[config.mk]
export PLATFORM = sky130hd
export DESIGN_NAME = pump_pressure_limited_power
export DESIGN_NICKNAME = d
export VERILOG_FILES = /design/src/hw/rtl/ppl_pkg.sv /design/src/hw/rtl/ppl_ctrl.sv /design/src/hw/rtl/ppl_dp.sv /design/src/hw/rtl/pump_pressure_limited_power.sv
export SDC_FILE = /design/constraint.sdc
export NUM_CORES = 1
export LEC_CHECK = 0
export BUFFER_PORTS_ARGS = -buffer_cell sky130_fd_sc_hd__buf_4
export CELL_PAD_IN_SITES_DETAIL_PLACEMENT = 1
export CELL_PAD_IN_SITES_GLOBAL_PLACEMENT = 2
export CORE_ASPECT_RATIO = 0.7
export CORE_MARGIN = 4
export CORE_UTILIZATION = 45
export CTS_BUF_LIST = sky130_fd_sc_hd__clkbuf_4
export DETAILED_ROUTE_END_ITERATION = 7
export PLACE_DENSITY_LB_ADDON = 0.1
export SYNTH_ARGS = -nofsm -noshare
export SYNTH_HDL_FRONTEND = slang
export SYNTH_SLANG_ARGS = --single-unit
[constraint.sdc]
create_clock -name clk -period 13.3 [get_ports clk]
set_input_delay 1.995 -clock clk [delete_from_list [all_inputs] [get_ports clk]]
set_output_delay 1.995 -clock clk [all_outputs]
set_load 0.01 [all_outputs]
[src/hw/rtl/ppl_pkg.sv]
package ppl_pkg;

	localparam int REGION_COUNT = 10;
	localparam int COEF_ROWS    = 10;
	localparam int REGION_SPAN  = ((100 / REGION_COUNT) > 0) ? (100 / REGION_COUNT) : 1;
	localparam int LAST_REGION  = ((REGION_COUNT < COEF_ROWS) ? REGION_COUNT : COEF_ROWS) - 1;
	localparam int REGION_W     = $clog2(COEF_ROWS);

	localparam int QUO_BITS  = 7;
	localparam int STEP_W    = $clog2(QUO_BITS);
	localparam int DEN_SHIFT = 8;
	localparam int OFF_SHIFT = 8;
	localparam int P_SHIFT   = 8;
	localparam int Q_SHIFT   = 12;

	localparam logic [6:0]  POWER_MAX    = 7'd100;
	localparam logic [11:0] PRESSURE_MAX = 12'd4095;
	localparam logic [11:0] TARGET_RESET = 12'd2432;

	localparam logic [1:0] CMD_SET_POWER = 2'd0;
	localparam logic [1:0] CMD_LOCK      = 2'd1;
	localparam logic [1:0] CMD_UNLOCK    = 2'd2;

	localparam int         CFG_INDEX_W         = 1;
	localparam int         CFG_DATA_W          = 12;
	localparam logic [0:0] CFG_TARGET_PRESSURE = 1'd0;
	localparam logic [0:0] CFG_FLOW_METER      = 1'd1;

	localparam int OFF_Q12 [0:COEF_ROWS-1] = '{
		0, 10824, 16562, 10647, 9487, 7626, 23061, 26674, 9850, 14452};
	localparam int PGAIN_Q12 [0:COEF_ROWS-1] = '{
		1769, 281, 262, 584, 628, 666, 391, 347, 575, 515};
	localparam int FGAIN_Q12 [0:COEF_ROWS-1] = '{
		-2653, -4113, -5289, -6150, -6427, -6913, -6841, -6722, -6957, -6897};

	localparam logic [6:0] DUTY_TABLE [0:100] = '{
		7'd0,   7'd60,  7'd61,  7'd61,  7'd62,  7'd63,  7'd63,  7'd64,  7'd65,  7'd65,
		7'd66,  7'd67,  7'd67,  7'd68,  7'd69,  7'd69,  7'd70,  7'd71,  7'd72,  7'd72,
		7'd73,  7'd74,  7'd74,  7'd75,  7'd76,  7'd76,  7'd77,  7'd78,  7'd78,  7'd79,
		7'd80,  7'd80,  7'd81,  7'd82,  7'd82,  7'd83,  7'd84,  7'd84,  7'd85,  7'd86,
		7'd86,  7'd87,  7'd88,  7'd88,  7'd89,  7'd90,  7'd90,  7'd91,  7'd92,  7'd92,
		7'd93,  7'd94,  7'd95,  7'd95,  7'd96,  7'd97,  7'd97,  7'd98,  7'd99,  7'd99,
		7'd100, 7'd101, 7'd101, 7'd102, 7'd103, 7'd103, 7'd104, 7'd105, 7'd105, 7'd106,
		7'd107, 7'd107, 7'd108, 7'd109, 7'd109, 7'd110, 7'd111, 7'd111, 7'd112, 7'd113,
		7'd113, 7'd114, 7'd115, 7'd115, 7'd116, 7'd117, 7'd118, 7'd118, 7'd119, 7'd120,
		7'd120, 7'd121, 7'd122, 7'd122, 7'd123, 7'd124, 7'd124, 7'd125, 7'd126, 7'd126,
		7'd127};

	typedef struct packed {
		logic [1:0]  command;
		logic [6:0]  requested_power;
		logic [11:0] flow_rate;
	} ppl_in_t;

	typedef struct packed {
		logic [6:0]  applied_power;
		logic [6:0]  duty_level;
		logic [11:0] pressure_estimate;
		logic [6:0]  power_limit;
		logic        is_locked;
	} ppl_out_t;

	typedef enum logic [3:0] {
		S_IDLE,
		S_LIM_MUL,
		S_LIM_CMP,
		S_LIM_NUM,
		S_DIV_CHK,
		S_DIV,
		S_DIV_END,
		S_APPLY,
		S_EST_IDX,
		S_EST_MUL_F,
		S_EST_MUL_P,
		S_EST_SUM,
		S_DONE
	} ppl_state_t;

	typedef enum logic [4:0] {
		OP_NONE,
		OP_LOAD,
		OP_LIM_MUL,
		OP_NEXT_REGION,
		OP_LIM_NUM,
		OP_LIM_ZERO,
		OP_LIM_FULL,
		OP_DIV_INIT,
		OP_DIV_STEP,
		OP_DIV_END,
		OP_APPLY,
		OP_EST_IDX,
		OP_EST_ZERO,
		OP_EST_MUL_F,
		OP_EST_MUL_P,
		OP_EST_SUM,
		OP_OUT_LOAD
	} ppl_op_t;

	typedef struct packed {
		logic meter;
		logic reach_gt;
		logic region_last;
		logic num_nonpos;
		logic div_over;
		logic step_last;
		logic out_free;
	} ppl_status_t;

	function automatic logic signed [31:0] reach_base(input logic [REGION_W-1:0] idx);
		logic signed [31:0] res;
		res = '0;
		for (int i = 0; i < COEF_ROWS; i++) begin
			if (32'(idx) == i) begin
				res = 32'(OFF_Q12[i] * 256 + PGAIN_Q12[i] * REGION_SPAN * (i + 1) * 256);
			end
		end
		return res;
	endfunction

	function automatic logic [REGION_W-1:0] region_of(input logic [6:0] power);
		logic [REGION_W-1:0] r;
		r = '0;
		for (int i = 1; i <= LAST_REGION; i++) begin
			if (32'(power) >= i * REGION_SPAN) begin
				r = REGION_W'(i);
			end
		end
		return r;
	endfunction

endpackage

[src/hw/rtl/ppl_ctrl.sv]
module ppl_ctrl (
	input  logic                 clk,
	input  logic                 arst_n,
	input  logic                 in_valid,
	output logic                 in_ready,
	input  ppl_pkg::ppl_status_t st,
	output ppl_pkg::ppl_op_t     op
);

	ppl_pkg::ppl_state_t state_q;
	ppl_pkg::ppl_state_t state_d;

	always_ff @(posedge clk or negedge arst_n) begin
		if (!arst_n) begin
			state_q <= ppl_pkg::S_IDLE;
		end else begin
			state_q <= state_d;
		end
	end

	always_comb begin
		state_d  = state_q;
		op       = ppl_pkg::OP_NONE;
		in_ready = 1'b0;
		case (state_q)
			ppl_pkg::S_IDLE: begin
				in_ready = 1'b1;
				if (in_valid) begin
					op      = ppl_pkg::OP_LOAD;
					state_d = ppl_pkg::S_LIM_MUL;
				end
			end
			ppl_pkg::S_LIM_MUL: begin
				if (!st.meter) begin
					op      = ppl_pkg::OP_LIM_ZERO;
					state_d = ppl_pkg::S_APPLY;
				end else begin
					op      = ppl_pkg::OP_LIM_MUL;
					state_d = ppl_pkg::S_LIM_CMP;
				end
			end
			ppl_pkg::S_LIM_CMP: begin
				if (st.reach_gt) begin
					state_d = ppl_pkg::S_LIM_NUM;
				end else if (st.region_last) begin
					op      = ppl_pkg::OP_LIM_FULL;
					state_d = ppl_pkg::S_APPLY;
				end else begin
					op      = ppl_pkg::OP_NEXT_REGION;
					state_d = ppl_pkg::S_LIM_MUL;
				end
			end
			ppl_pkg::S_LIM_NUM: begin
				op      = ppl_pkg::OP_LIM_NUM;
				state_d = ppl_pkg::S_DIV_CHK;
			end
			ppl_pkg::S_DIV_CHK: begin
				if (st.num_nonpos) begin
					op      = ppl_pkg::OP_LIM_ZERO;
					state_d = ppl_pkg::S_APPLY;
				end else if (st.div_over) begin
					op      = ppl_pkg::OP_LIM_FULL;
					state_d = ppl_pkg::S_APPLY;
				end else begin
					op      = ppl_pkg::OP_DIV_INIT;
					state_d = ppl_pkg::S_DIV;
				end
			end
			ppl_pkg::S_DIV: begin
				op = ppl_pkg::OP_DIV_STEP;
				if (st.step_last) begin
					state_d = ppl_pkg::S_DIV_END;
				end
			end
			ppl_pkg::S_DIV_END: begin
				op      = ppl_pkg::OP_DIV_END;
				state_d = ppl_pkg::S_APPLY;
			end
			ppl_pkg::S_APPLY: begin
				op      = ppl_pkg::OP_APPLY;
				state_d = ppl_pkg::S_EST_IDX;
			end
			ppl_pkg::S_EST_IDX: begin
				if (!st.meter) begin
					op      = ppl_pkg::OP_EST_ZERO;
					state_d = ppl_pkg::S_DONE;
				end else begin
					op      = ppl_pkg::OP_EST_IDX;
					state_d = ppl_pkg::S_EST_MUL_F;
				end
			end
			ppl_pkg::S_EST_MUL_F: begin
				op      = ppl_pkg::OP_EST_MUL_F;
				state_d = ppl_pkg::S_EST_MUL_P;
			end
			ppl_pkg::S_EST_MUL_P: begin
				op      = ppl_pkg::OP_EST_MUL_P;
				state_d = ppl_pkg::S_EST_SUM;
			end
			ppl_pkg::S_EST_SUM: begin
				op      = ppl_pkg::OP_EST_SUM;
				state_d = ppl_pkg::S_DONE;
			end
			ppl_pkg::S_DONE: begin
				if (st.out_free) begin
					op      = ppl_pkg::OP_OUT_LOAD;
					state_d = ppl_pkg::S_IDLE;
				end
			end
			default: begin
				state_d = ppl_pkg::S_IDLE;
			end
		endcase
	end

endmodule

[src/hw/rtl/ppl_dp.sv]
module ppl_dp (
	input  logic                              clk,
	input  logic                              arst_n,
	input  ppl_pkg::ppl_in_t                  in_data,
	output logic                              out_valid,
	input  logic                              out_ready,
	output ppl_pkg::ppl_out_t                 out_data,
	input  logic                              cfg_we,
	input  logic [ppl_pkg::CFG_INDEX_W-1:0]   cfg_index,
	input  logic [ppl_pkg::CFG_DATA_W-1:0]    cfg_data,
	input  ppl_pkg::ppl_op_t                  op,
	output ppl_pkg::ppl_status_t              st
);

	logic [11:0]                     target_q;
	logic                            meter_q;
	logic                            lock_q;
	logic [6:0]                      power_q;
	logic [1:0]                      cmd_q;
	logic [6:0]                      req_q;
	logic [11:0]                     flow_q;
	logic [ppl_pkg::REGION_W-1:0]    ridx_q;
	logic signed [31:0]              prod_q;
	logic signed [31:0]              rem_q;
	logic signed [31:0]              acc_q;
	logic [ppl_pkg::QUO_BITS-1:0]    quo_q;
	logic [ppl_pkg::STEP_W-1:0]      step_q;
	logic [6:0]                      limit_q;
	logic                            out_valid_q;
	ppl_pkg::ppl_out_t               out_q;

	logic signed [14:0]              mul_a;
	logic signed [12:0]              mul_b;
	logic signed [27:0]              mul_p;
	logic signed [31:0]              tgt_ext;
	logic signed [31:0]              off_ext;
	logic signed [31:0]              den_ext;
	logic signed [31:0]              trial;
	logic signed [31:0]              acc_shr;
	logic [11:0]                     pressure;

	always_comb begin
		if (op == ppl_pkg::OP_EST_MUL_P) begin
			mul_a = 15'(ppl_pkg::PGAIN_Q12[ridx_q]);
			mul_b = $signed({6'd0, power_q});
		end else begin
			mul_a = 15'(ppl_pkg::FGAIN_Q12[ridx_q]);
			mul_b = $signed({1'b0, flow_q});
		end
	end

	assign mul_p   = mul_a * mul_b;
	assign tgt_ext = $signed({8'd0, target_q, 12'd0});
	assign off_ext = 32'(ppl_pkg::OFF_Q12[ridx_q] * 256);
	assign den_ext = 32'(ppl_pkg::PGAIN_Q12[ridx_q] * 256);
	assign trial   = den_ext <<< step_q;
	assign acc_shr = acc_q >>> ppl_pkg::Q_SHIFT;

	always_comb begin
		if (acc_q <= 32'sd0) begin
			pressure = '0;
		end else if (acc_shr > $signed({20'd0, ppl_pkg::PRESSURE_MAX})) begin
			pressure = ppl_pkg::PRESSURE_MAX;
		end else begin
			pressure = acc_shr[11:0];
		end
	end

	always_comb begin
		st.meter       = meter_q;
		st.reach_gt    = (ppl_pkg::reach_base(ridx_q) + prod_q) > tgt_ext;
		st.region_last = (32'(ridx_q) == ppl_pkg::LAST_REGION);
		st.num_nonpos  = rem_q <= 32'sd0;
		st.div_over    = rem_q >= (den_ext <<< ppl_pkg::QUO_BITS);
		st.step_last   = step_q == '0;
		st.out_free    = !out_valid_q || out_ready;
	end

	always_ff @(posedge clk or negedge arst_n) begin
		if (!arst_n) begin
			target_q <= ppl_pkg::TARGET_RESET;
			meter_q  <= 1'b0;
		end else if (cfg_we) begin
			case (cfg_index)
				ppl_pkg::CFG_TARGET_PRESSURE: target_q <= cfg_data[11:0];
				ppl_pkg::CFG_FLOW_METER:      meter_q  <= cfg_data[0];
				default: ;
			endcase
		end
	end

	always_ff @(posedge clk or negedge arst_n) begin
		if (!arst_n) begin
			lock_q      <= 1'b1;
			power_q     <= '0;
			out_valid_q <= 1'b0;
		end else begin
			if (op == ppl_pkg::OP_APPLY) begin
				case (cmd_q)
					ppl_pkg::CMD_SET_POWER: begin
						if (!lock_q) begin
							power_q <= (req_q > limit_q) ? limit_q : req_q;
						end
					end
					ppl_pkg::CMD_LOCK: begin
						lock_q  <= 1'b1;
						power_q <= '0;
					end
					ppl_pkg::CMD_UNLOCK: begin
						lock_q <= 1'b0;
					end
					default: ;
				endcase
			end
			if (op == ppl_pkg::OP_OUT_LOAD) begin
				out_valid_q <= 1'b1;
			end else if (out_ready) begin
				out_valid_q <= 1'b0;
			end
		end
	end

	always_ff @(posedge clk) begin
		case (op)
			ppl_pkg::OP_LOAD: begin
				cmd_q  <= in_data.command;
				req_q  <= in_data.requested_power;
				flow_q <= in_data.flow_rate;
				ridx_q <= '0;
			end
			ppl_pkg::OP_LIM_MUL: begin
				prod_q <= 32'(mul_p);
			end
			ppl_pkg::OP_NEXT_REGION: begin
				ridx_q <= ridx_q + 1'b1;
			end
			ppl_pkg::OP_LIM_NUM: begin
				rem_q <= tgt_ext - prod_q - off_ext;
			end
			ppl_pkg::OP_LIM_ZERO: begin
				limit_q <= '0;
			end
			ppl_pkg::OP_LIM_FULL: begin
				limit_q <= ppl_pkg::POWER_MAX;
			end
			ppl_pkg::OP_DIV_INIT: begin
				quo_q  <= '0;
				step_q <= ppl_pkg::STEP_W'(ppl_pkg::QUO_BITS - 1);
			end
			ppl_pkg::OP_DIV_STEP: begin
				if (rem_q >= trial) begin
					rem_q         <= rem_q - trial;
					quo_q[step_q] <= 1'b1;
				end
				step_q <= step_q - 1'b1;
			end
			ppl_pkg::OP_DIV_END: begin
				limit_q <= (quo_q > ppl_pkg::POWER_MAX) ? ppl_pkg::POWER_MAX : quo_q;
			end
			ppl_pkg::OP_EST_IDX: begin
				ridx_q <= ppl_pkg::region_of(power_q);
			end
			ppl_pkg::OP_EST_ZERO: begin
				acc_q <= '0;
			end
			ppl_pkg::OP_EST_MUL_F: begin
				prod_q <= 32'(mul_p);
			end
			ppl_pkg::OP_EST_MUL_P: begin
				acc_q  <= off_ext + prod_q;
				prod_q <= 32'(mul_p);
			end
			ppl_pkg::OP_EST_SUM: begin
				acc_q <= acc_q + (prod_q <<< ppl_pkg::P_SHIFT);
			end
			ppl_pkg::OP_OUT_LOAD: begin
				out_q.applied_power     <= power_q;
				out_q.duty_level        <= ppl_pkg::DUTY_TABLE[power_q];
				out_q.pressure_estimate <= pressure;
				out_q.power_limit       <= limit_q;
				out_q.is_locked         <= lock_q;
			end
			default: ;
		endcase
	end

	assign out_valid = out_valid_q;
	assign out_data  = out_q;

endmodule

[src/hw/rtl/pump_pressure_limited_power.sv]
// The region search multiplies and compares region by region on one shared multiplier, and the
// power limit then takes a seven-step restoring divider; the estimate then indexes, multiplies and sums.
// One transaction at a time: the next is taken in the cycle after the result loads.
// Reset (arst_n low): locked, power 0, target 9.5 bar, no flow meter, no result pending.
module pump_pressure_limited_power (
	input  logic                            clk,
	input  logic                            arst_n,
	input  logic                            in_valid,
	output logic                            in_ready,
	input  ppl_pkg::ppl_in_t                in_data,
	output logic                            out_valid,
	input  logic                            out_ready,
	output ppl_pkg::ppl_out_t               out_data,
	input  logic                            cfg_we,
	input  logic [ppl_pkg::CFG_INDEX_W-1:0] cfg_index,
	input  logic [ppl_pkg::CFG_DATA_W-1:0]  cfg_data
);

	ppl_pkg::ppl_op_t     op;
	ppl_pkg::ppl_status_t st;

	ppl_ctrl u_ctrl (
		.clk      (clk),
		.arst_n   (arst_n),
		.in_valid (in_valid),
		.in_ready (in_ready),
		.st       (st),
		.op       (op)
	);

	ppl_dp u_dp (
		.clk       (clk),
		.arst_n    (arst_n),
		.in_data   (in_data),
		.out_valid (out_valid),
		.out_ready (out_ready),
		.out_data  (out_data),
		.cfg_we    (cfg_we),
		.cfg_index (cfg_index),
		.cfg_data  (cfg_data),
		.op        (op),
		.st        (st)
	);

endmodule

* After elaboration in Yosys (flattened, before gate mapping)
Memories as Yosys holds them, arrays and structs flattened. A register that Yosys moved wholly into a read port is not among the register bits.
Cells that the tools add are included.
** Cells by class
- $mul :: 1
- Bitwise gates (word level) :: 4
- Order comparisons :: 20
- Equality and inequality tests :: 44
- $add $sub $neg :: 8
- Muxes and demuxes :: 65
- Shifts and indexed selects :: 1
- Reductions and logical operators :: 23
** Operator list (count)
- $mux 24 :: 10
- $pmux 32 s3 :: 1
- $mux 23 :: 3
- $pmux 5 s13 :: 1
- $ge 32x32->1 :: 2
- $le 32x1->1 const B :: 2
- $pmux 32 s2 :: 1
- $sub 32x32->32 :: 2
- $pmux 4 s13 :: 1
- $mux 15 :: 3
- $eq 5x4->1 const B :: 8
- $add 32x28->32 :: 1
- $add 32x32->32 :: 1
- $eq 4x3->1 const B :: 8
- $gt 32x25->1 :: 1
- $mux 32 :: 1
- $sshl 32x3->32 :: 1
- $mux 3 :: 10
- $add 26x28->29 :: 1
- $sub 25x28->29 :: 1
- $eq 4x4->1 const B :: 7
- $mul 15x13->28 :: 1
- $mux 4 :: 7
- $mux 7 :: 4
- 48 further kinds :: 88
** Word-level totals
- Bits in registers :: 187
- Output and inout bits :: 36
- Logic and storage cells :: 190
- Memory bits (read-only) :: 2432
- Memories :: 4
** Memory list
- (no name shown) :: depth 128, width 7, rd ports 1, clocked after memory_dff 1, write ports 0, RTL line ppl_dp.sv:178 : out_q.duty_level <= ppl_pkg::DUTY_TABLE[power_q];
- (no name shown) :: depth 16, width 32, rd ports 1, clocked after memory_dff 0, write ports 0, RTL line ppl_dp.sv:47 : mul_a = 15'(ppl_pkg::FGAIN_Q12[ridx_q]);
- (no name shown) :: depth 16, width 32, rd ports 1, clocked after memory_dff 0, write ports 0, RTL line ppl_dp.sv:54 : assign off_ext = 32'(ppl_pkg::OFF_Q12[ridx_q] * 256);
- (no name shown) :: depth 16, width 32, rd ports 1, clocked after memory_dff 0, write ports 0, RTL line ppl_dp.sv:44 : mul_a = 15'(ppl_pkg::PGAIN_Q12[ridx_q]);

* Depth between registers and ports, before layout
- Word-level depth :: 18
- Depth in mapped cells :: 28
- Gate-level depth less buffers :: 28

* Hierarchy
From an unflattened synthesis, not the netlist that was laid out.
** Second synthesis, totals
- Cell total of the unflattened synthesis :: 2525
- Area, all modules :: 22338.9 um^2
** Modules (own cells, without submodules)
- ppl_dp :: times used 1, cells an instance 2457, seq. area each 5600.4 um^2, area each 21830.9 um^2
- ppl_ctrl :: times used 1, cells an instance 68, seq. area each 100.1 um^2, area each 508.0 um^2

* Worst setup path before layout
Ideal clock, no wire load.
- Path type :: register to register
- Start point :: register u_ctrl.state_q[3]
- End point :: register u_dp.prod_q[27] (netlist name)
- Cell stages (with the launch flop) :: 28
- Data required time :: 13.040 ns
- Clock period less this slack :: 6.919 ns
- Library setup time :: 0.260 ns
- Data arrival time :: 6.660 ns
- Slack :: 6.381 ns
- Cell sequence :: dfrtp_1 clkbuf_1 nor2b_1 clkbuf_1 nand2_1 and2_1 a21oi_1 clkbuf_1 nor2_1 fa_1 inv_1 fa_1 inv_1 fa_1 inv_1 fa_1 fa_1 inv_1 ha_1 nand3_1 o22ai_1 a2111oi_0 o31a_1 a211oi_1 a31oi_1 o311ai_0 a21oi_1 xnor2_1
** On the way
- Longest elaborated chain between the ends :: 5
** RTL lines
- start: declaration :: RTL line ppl_ctrl.sv:10 : ppl_pkg::ppl_state_t state_q;
- start signal: assignment :: RTL line ppl_ctrl.sv:15 : state_q <= ppl_pkg::S_IDLE;
- start signal: assignment :: RTL line ppl_ctrl.sv:17 : state_q <= state_d;
- $eq 4x4->1, or another cell as far along :: RTL line ppl_ctrl.sv:25 : case (state_q)
- $pmux 5 s13 * :: RTL line ppl_ctrl.sv:25
- $eq 5x4->1 * :: RTL line ppl_dp.sv:43 : if (op == ppl_pkg::OP_EST_MUL_P) begin
- $mux 15 / $mux 12 (equally long branches) :: RTL line ppl_dp.sv:43
- $mul 15x13->28 * :: RTL line ppl_dp.sv:52 : assign mul_p = mul_a * mul_b;
- net u_dp.mul_p[27] :: RTL line ppl_dp.sv:34 : logic signed [27:0] mul_p;
The timed path passes the listed nets; every way through them passes the cells marked *.
A chain may end at the register's enable or synchronous reset.

* Final worst setup path
- Start point :: register u_dp.ridx_q[3] in the netlist's numbering
- End point :: register u_dp.prod_q[26] (data pin)
** On the way
- Longest elaborated chain between the ends :: 18
** RTL lines
- start: declaration :: RTL line ppl_dp.sv:22 : logic [ppl_pkg::REGION_W-1:0] ridx_q;
- start signal: assignment :: RTL line ppl_dp.sv:135 : ridx_q <= ridx_q + 1'b1;
- start signal: assignment :: RTL line ppl_dp.sv:161 : ridx_q <= ppl_pkg::region_of(power_q);
- $logic_not 4->1 :: RTL line ppl_pkg.sv:113 : if (32'(idx) == i) begin
- $mux 23 (3 in series) :: RTL line ppl_pkg.sv:113
- $mux 24 (6 in series) :: RTL line ppl_pkg.sv:113
- $mux 25 :: RTL line ppl_pkg.sv:113
- $add 26x28->29 :: RTL line ppl_dp.sv:71 : st.reach_gt = (ppl_pkg::reach_base(ridx_q) + prod_q) > tgt_ext;
- $gt 32x25->1 :: RTL line ppl_dp.sv:71
- $mux 5 :: RTL line ppl_ctrl.sv:43 : if (st.reach_gt) begin
- $pmux 5 s13 :: RTL line ppl_ctrl.sv:25
- $eq 5x4->1 :: RTL line ppl_dp.sv:43
- $mux 15 / $mux 12 (equally long branches) :: RTL line ppl_dp.sv:43
- $mul 15x13->28 * :: RTL line ppl_dp.sv:52
- net u_dp.mul_p[26] :: RTL line ppl_dp.sv:34
- end signal: assignment :: RTL line ppl_dp.sv:132 : prod_q <= 32'(mul_p);
- end signal: assignment :: RTL line ppl_dp.sv:167 : prod_q <= 32'(mul_p);
- end signal: assignment :: RTL line ppl_dp.sv:171 : prod_q <= 32'(mul_p);
- end: declaration :: RTL line ppl_dp.sv:23 : logic signed [31:0] prod_q;
The timed path passes the listed nets; every way through them passes the cells marked *. The select of a mux whose other input is x is not followed.

==> results.json <==
{
  "antenna_found_initial": 1,
  "coreArea_mm2": 0.0484,
  "clk_path_buf_depth": 2,
  "fmax_mhz": 111,
  "gp_congestion": 0.910,
  "netlist_area_mm2": 0.0222,
  "drv_cap": 0,
  "synth_edf_count": 168,
  "fin_skew_ns": 0.0433,
  "required_ns": 13.85,
  "max_stage_delay_ns": 1.02,
  "rows": 67,
  "hold_start": "u_dp.limit_q[5]",
  "dp.final_hpwl_mm": 61.8,
  "drv_slew": 0,
  "worst-setup-path-type": "register to register",
  "tns_ns": 0,
  "path_cells": "clkinv_1 > a21oi_1 > inv_1 > o21ai_0 > nand2_1 > fa_1 > fa_1 > inv_1 > fa_1 > fa_1 > inv_1 > fa_1 > inv_1 > ha_1 > a21oi_1 > nor3b_1 > o211ai_1 > nand3_1 > a31oi_1 > or4b_2 > nand3_1",
  "finish.net_count": 2989,
  "ys_seq_elements": 194,
  "fillers": 5739,
  "relSlewSlack_pct": 25.8,
  "synth.largest_area_cell": "edfxtp_1",
  "numCtsBuffers": 17,
  "cts_resized": 0,
  "rsz0062_at_grt": "no",
  "cp-end-kind": "register",
  "dp_cells": 3206,
  "cts_root_buf": "clkbuf_4",
  "cp_common_cell": "fa_1",
  "htreeDepth": 4,
  "grt-ovfl-total": 0,
  "crit_slowest_cell": "edfxtp_1",
  "clk_pin_slew_ns": 0.20,
  "synth_cells": 2528,
  "min_period_ns": 8.98,
  "worstPathMaxFanout": 30,
  "die-area_mm2": 0.0530,
  "wirelength_mm": 75.2,
  "async_reset_ff_share_pct": 13.4,
  "start_util_pct": 45.9,
  "grt_pass1_wl_mm": 116,
  "clk_latency_ns": 0.71,
  "drive_above_1_share_pct": 7.12,
  "syn_area_per_cell_um2": 8.79,
  "fp.dieW_um": 274,
  "grt_max_degree": 45,
  "io_buffers": 74,
  "synth_area_leaders": "edfxtp_1 (23%), fa_1 (15%), ha_1 (12%)",
  "drt-initial-drc-count": 1686,
  "num_io_pins": 75,
  "critPathTopFamily": "adder cells",
  "setup_violations": 0,
  "crit_cells": 21,
  "grt_pass1_vias": 19500,
  "vias_per_cell": 5.92,
  "drt_pass1_iterations": 7,
  "area_growth_pct": 7.20,
  "detail-route-antenna-nets": 0,
  "status": "finished, final reports clean",
  "hold_depth": 0,
  "drc": 0,
  "cp.arrival_ns": 9.53,
  "num_vias": 19200,
  "cts_tree": "built",
  "critPathLaunch": "u_dp.ridx_q[3]",
  "final_cells": 3239,
  "post_cts_buffers": 0,
  "synth_top_area_share_pct": 22.7,
  "synthFlopType": "edfxtp_1",
  "min_path_type": "register to register",
  "syn-num-nets": 2947,
  "reg2reg_from": "u_dp.ridx_q[3]",
  "die_h_um": 194,
  "worstMarginPinSlew_ns": 1.11,
  "layout_common_cells": "inv_1 (328), nor2_1 (245), nand2_1 (234), ha_1 (215), a21oi_1 (182)",
  "final_common_cell": "inv_1",
  "final_hold_viol_count": 0,
  "yosysSeqAreaShare_pct": 25.7,
  "wl_per_cell_um": 23.2,
  "cts.sinks": 194,
  "grt_use_total_pct": 28.2,
  "synth_warnings": 0,
  "holdBufCountCts": 0,
  "r2r.worst_path.cells": 21,
  "synth_cell_types": 92,
  "start_kind": "register",
  "fin_crit_sh_pct": 67.6,
  "critical_path_buf_inv_count": 5
}
[area by class of cell]
cell class	count	area [um2]	area share, %
clock buffers	19	143	0.599
repair buffers	96	721	3.03
clock inverters	13	164	0.688
diodes	1	2.50	0.0105
inverters	334	1250	5.26
flip-flops and latches	194	5700	23.9
well taps	655	820	3.44
multi-input cells	1927	15000	63.0
[flip-flops by register name, summed over array words and instances (netlist names)]
signal and cells:
u_dp.out_data 34, u_dp.acc_q 32, u_dp.rem_q 32, u_dp.prod_q 28
u_dp.flow_q 12, u_dp.target_q 12, u_dp.limit_q 7, u_dp.power_q 7
u_dp.quo_q 7, u_dp.req_q 7, u_ctrl.state_q 4, u_dp.ridx_q 4
u_dp.step_q 3, u_dp.cmd_q 2, u_dp.lock_q 1, u_dp.meter_q 1
u_dp.out_valid 1
[per-stage QoR]
stage / hold slack [ns] / utilization, % / worst slack, ns / area [um2]
floorplan: 0.423 / - / 6.38 / 22200
global placement: 0.479 / 48.6 / 4.87 / 23500
detailed placement: 0.491 / 48.6 / 4.56 / 23500
CTS: 0.533 / 49.2 / 4.46 / 23800
global route: 0.555 / 49.2 / 3.99 / 23800
finish: 0.530 / 49.2 / 4.32 / 23800
[final timing paths]
kind	end	slack, ns
setup / recovery	u_dp.prod_q[26]	4.32
hold / removal	u_dp.out_data[6]	0.53
setup reg to reg	u_dp.prod_q[26]	4.32
hold reg to reg	u_dp.out_data[6]	0.53
max in group asynchronous	u_dp.target_q[8]	11.74
min in group asynchronous	u_ctrl.state_q[1]	1.20
[layer usage]
| layer | wire length [um] | vias up | track usage, % |
|---|---|---|---|
| met5 | 0 | - | 0 |
| met4 | 1420 | 0 | 5.59 |
| met3 | 4320 | 76 | 3.75 |
| met2 | 33000 | 543 | 43.1 |
| met1 | 36500 | 9752 | 42.8 |
| li1 | - | 8819 | - |
[cell families (layout without fill, tap and decap cells)]
family | count (synthesis) | count (layout) | share of synthesized area, %
muxes | 30 | 30 | 1.45
other | 0 | 1 | 0
xor gates and xnor gates | 123 | 123 | 4.92
adders and majority gates | 380 | 380 | 27.0
and+or+nand+nor | 778 | 778 | 16.3
buffers and inverters | 407 | 462 | 6.88
AOI/OAI and AO/OA | 616 | 616 | 17.8
DFF | 194 | 194 | 25.7
[synth_stat cells (42+ instances only)]
library cell / instances
edfxtp_1: 168
nand3_1: 44
xnor2_1: 75
xor2_1: 46
nand2_1: 234
o21ai_0: 127
nor3_1: 42
a21o_1: 44
a21oi_1: 182
clkbuf_1: 66
nor2_1: 247
o21a_1: 47
inv_1: 328
fa_1: 165
ha_1: 215
Power is not shown: default switching activity piles up to over one toggle a cycle in this logic, so the estimate is an artifact.
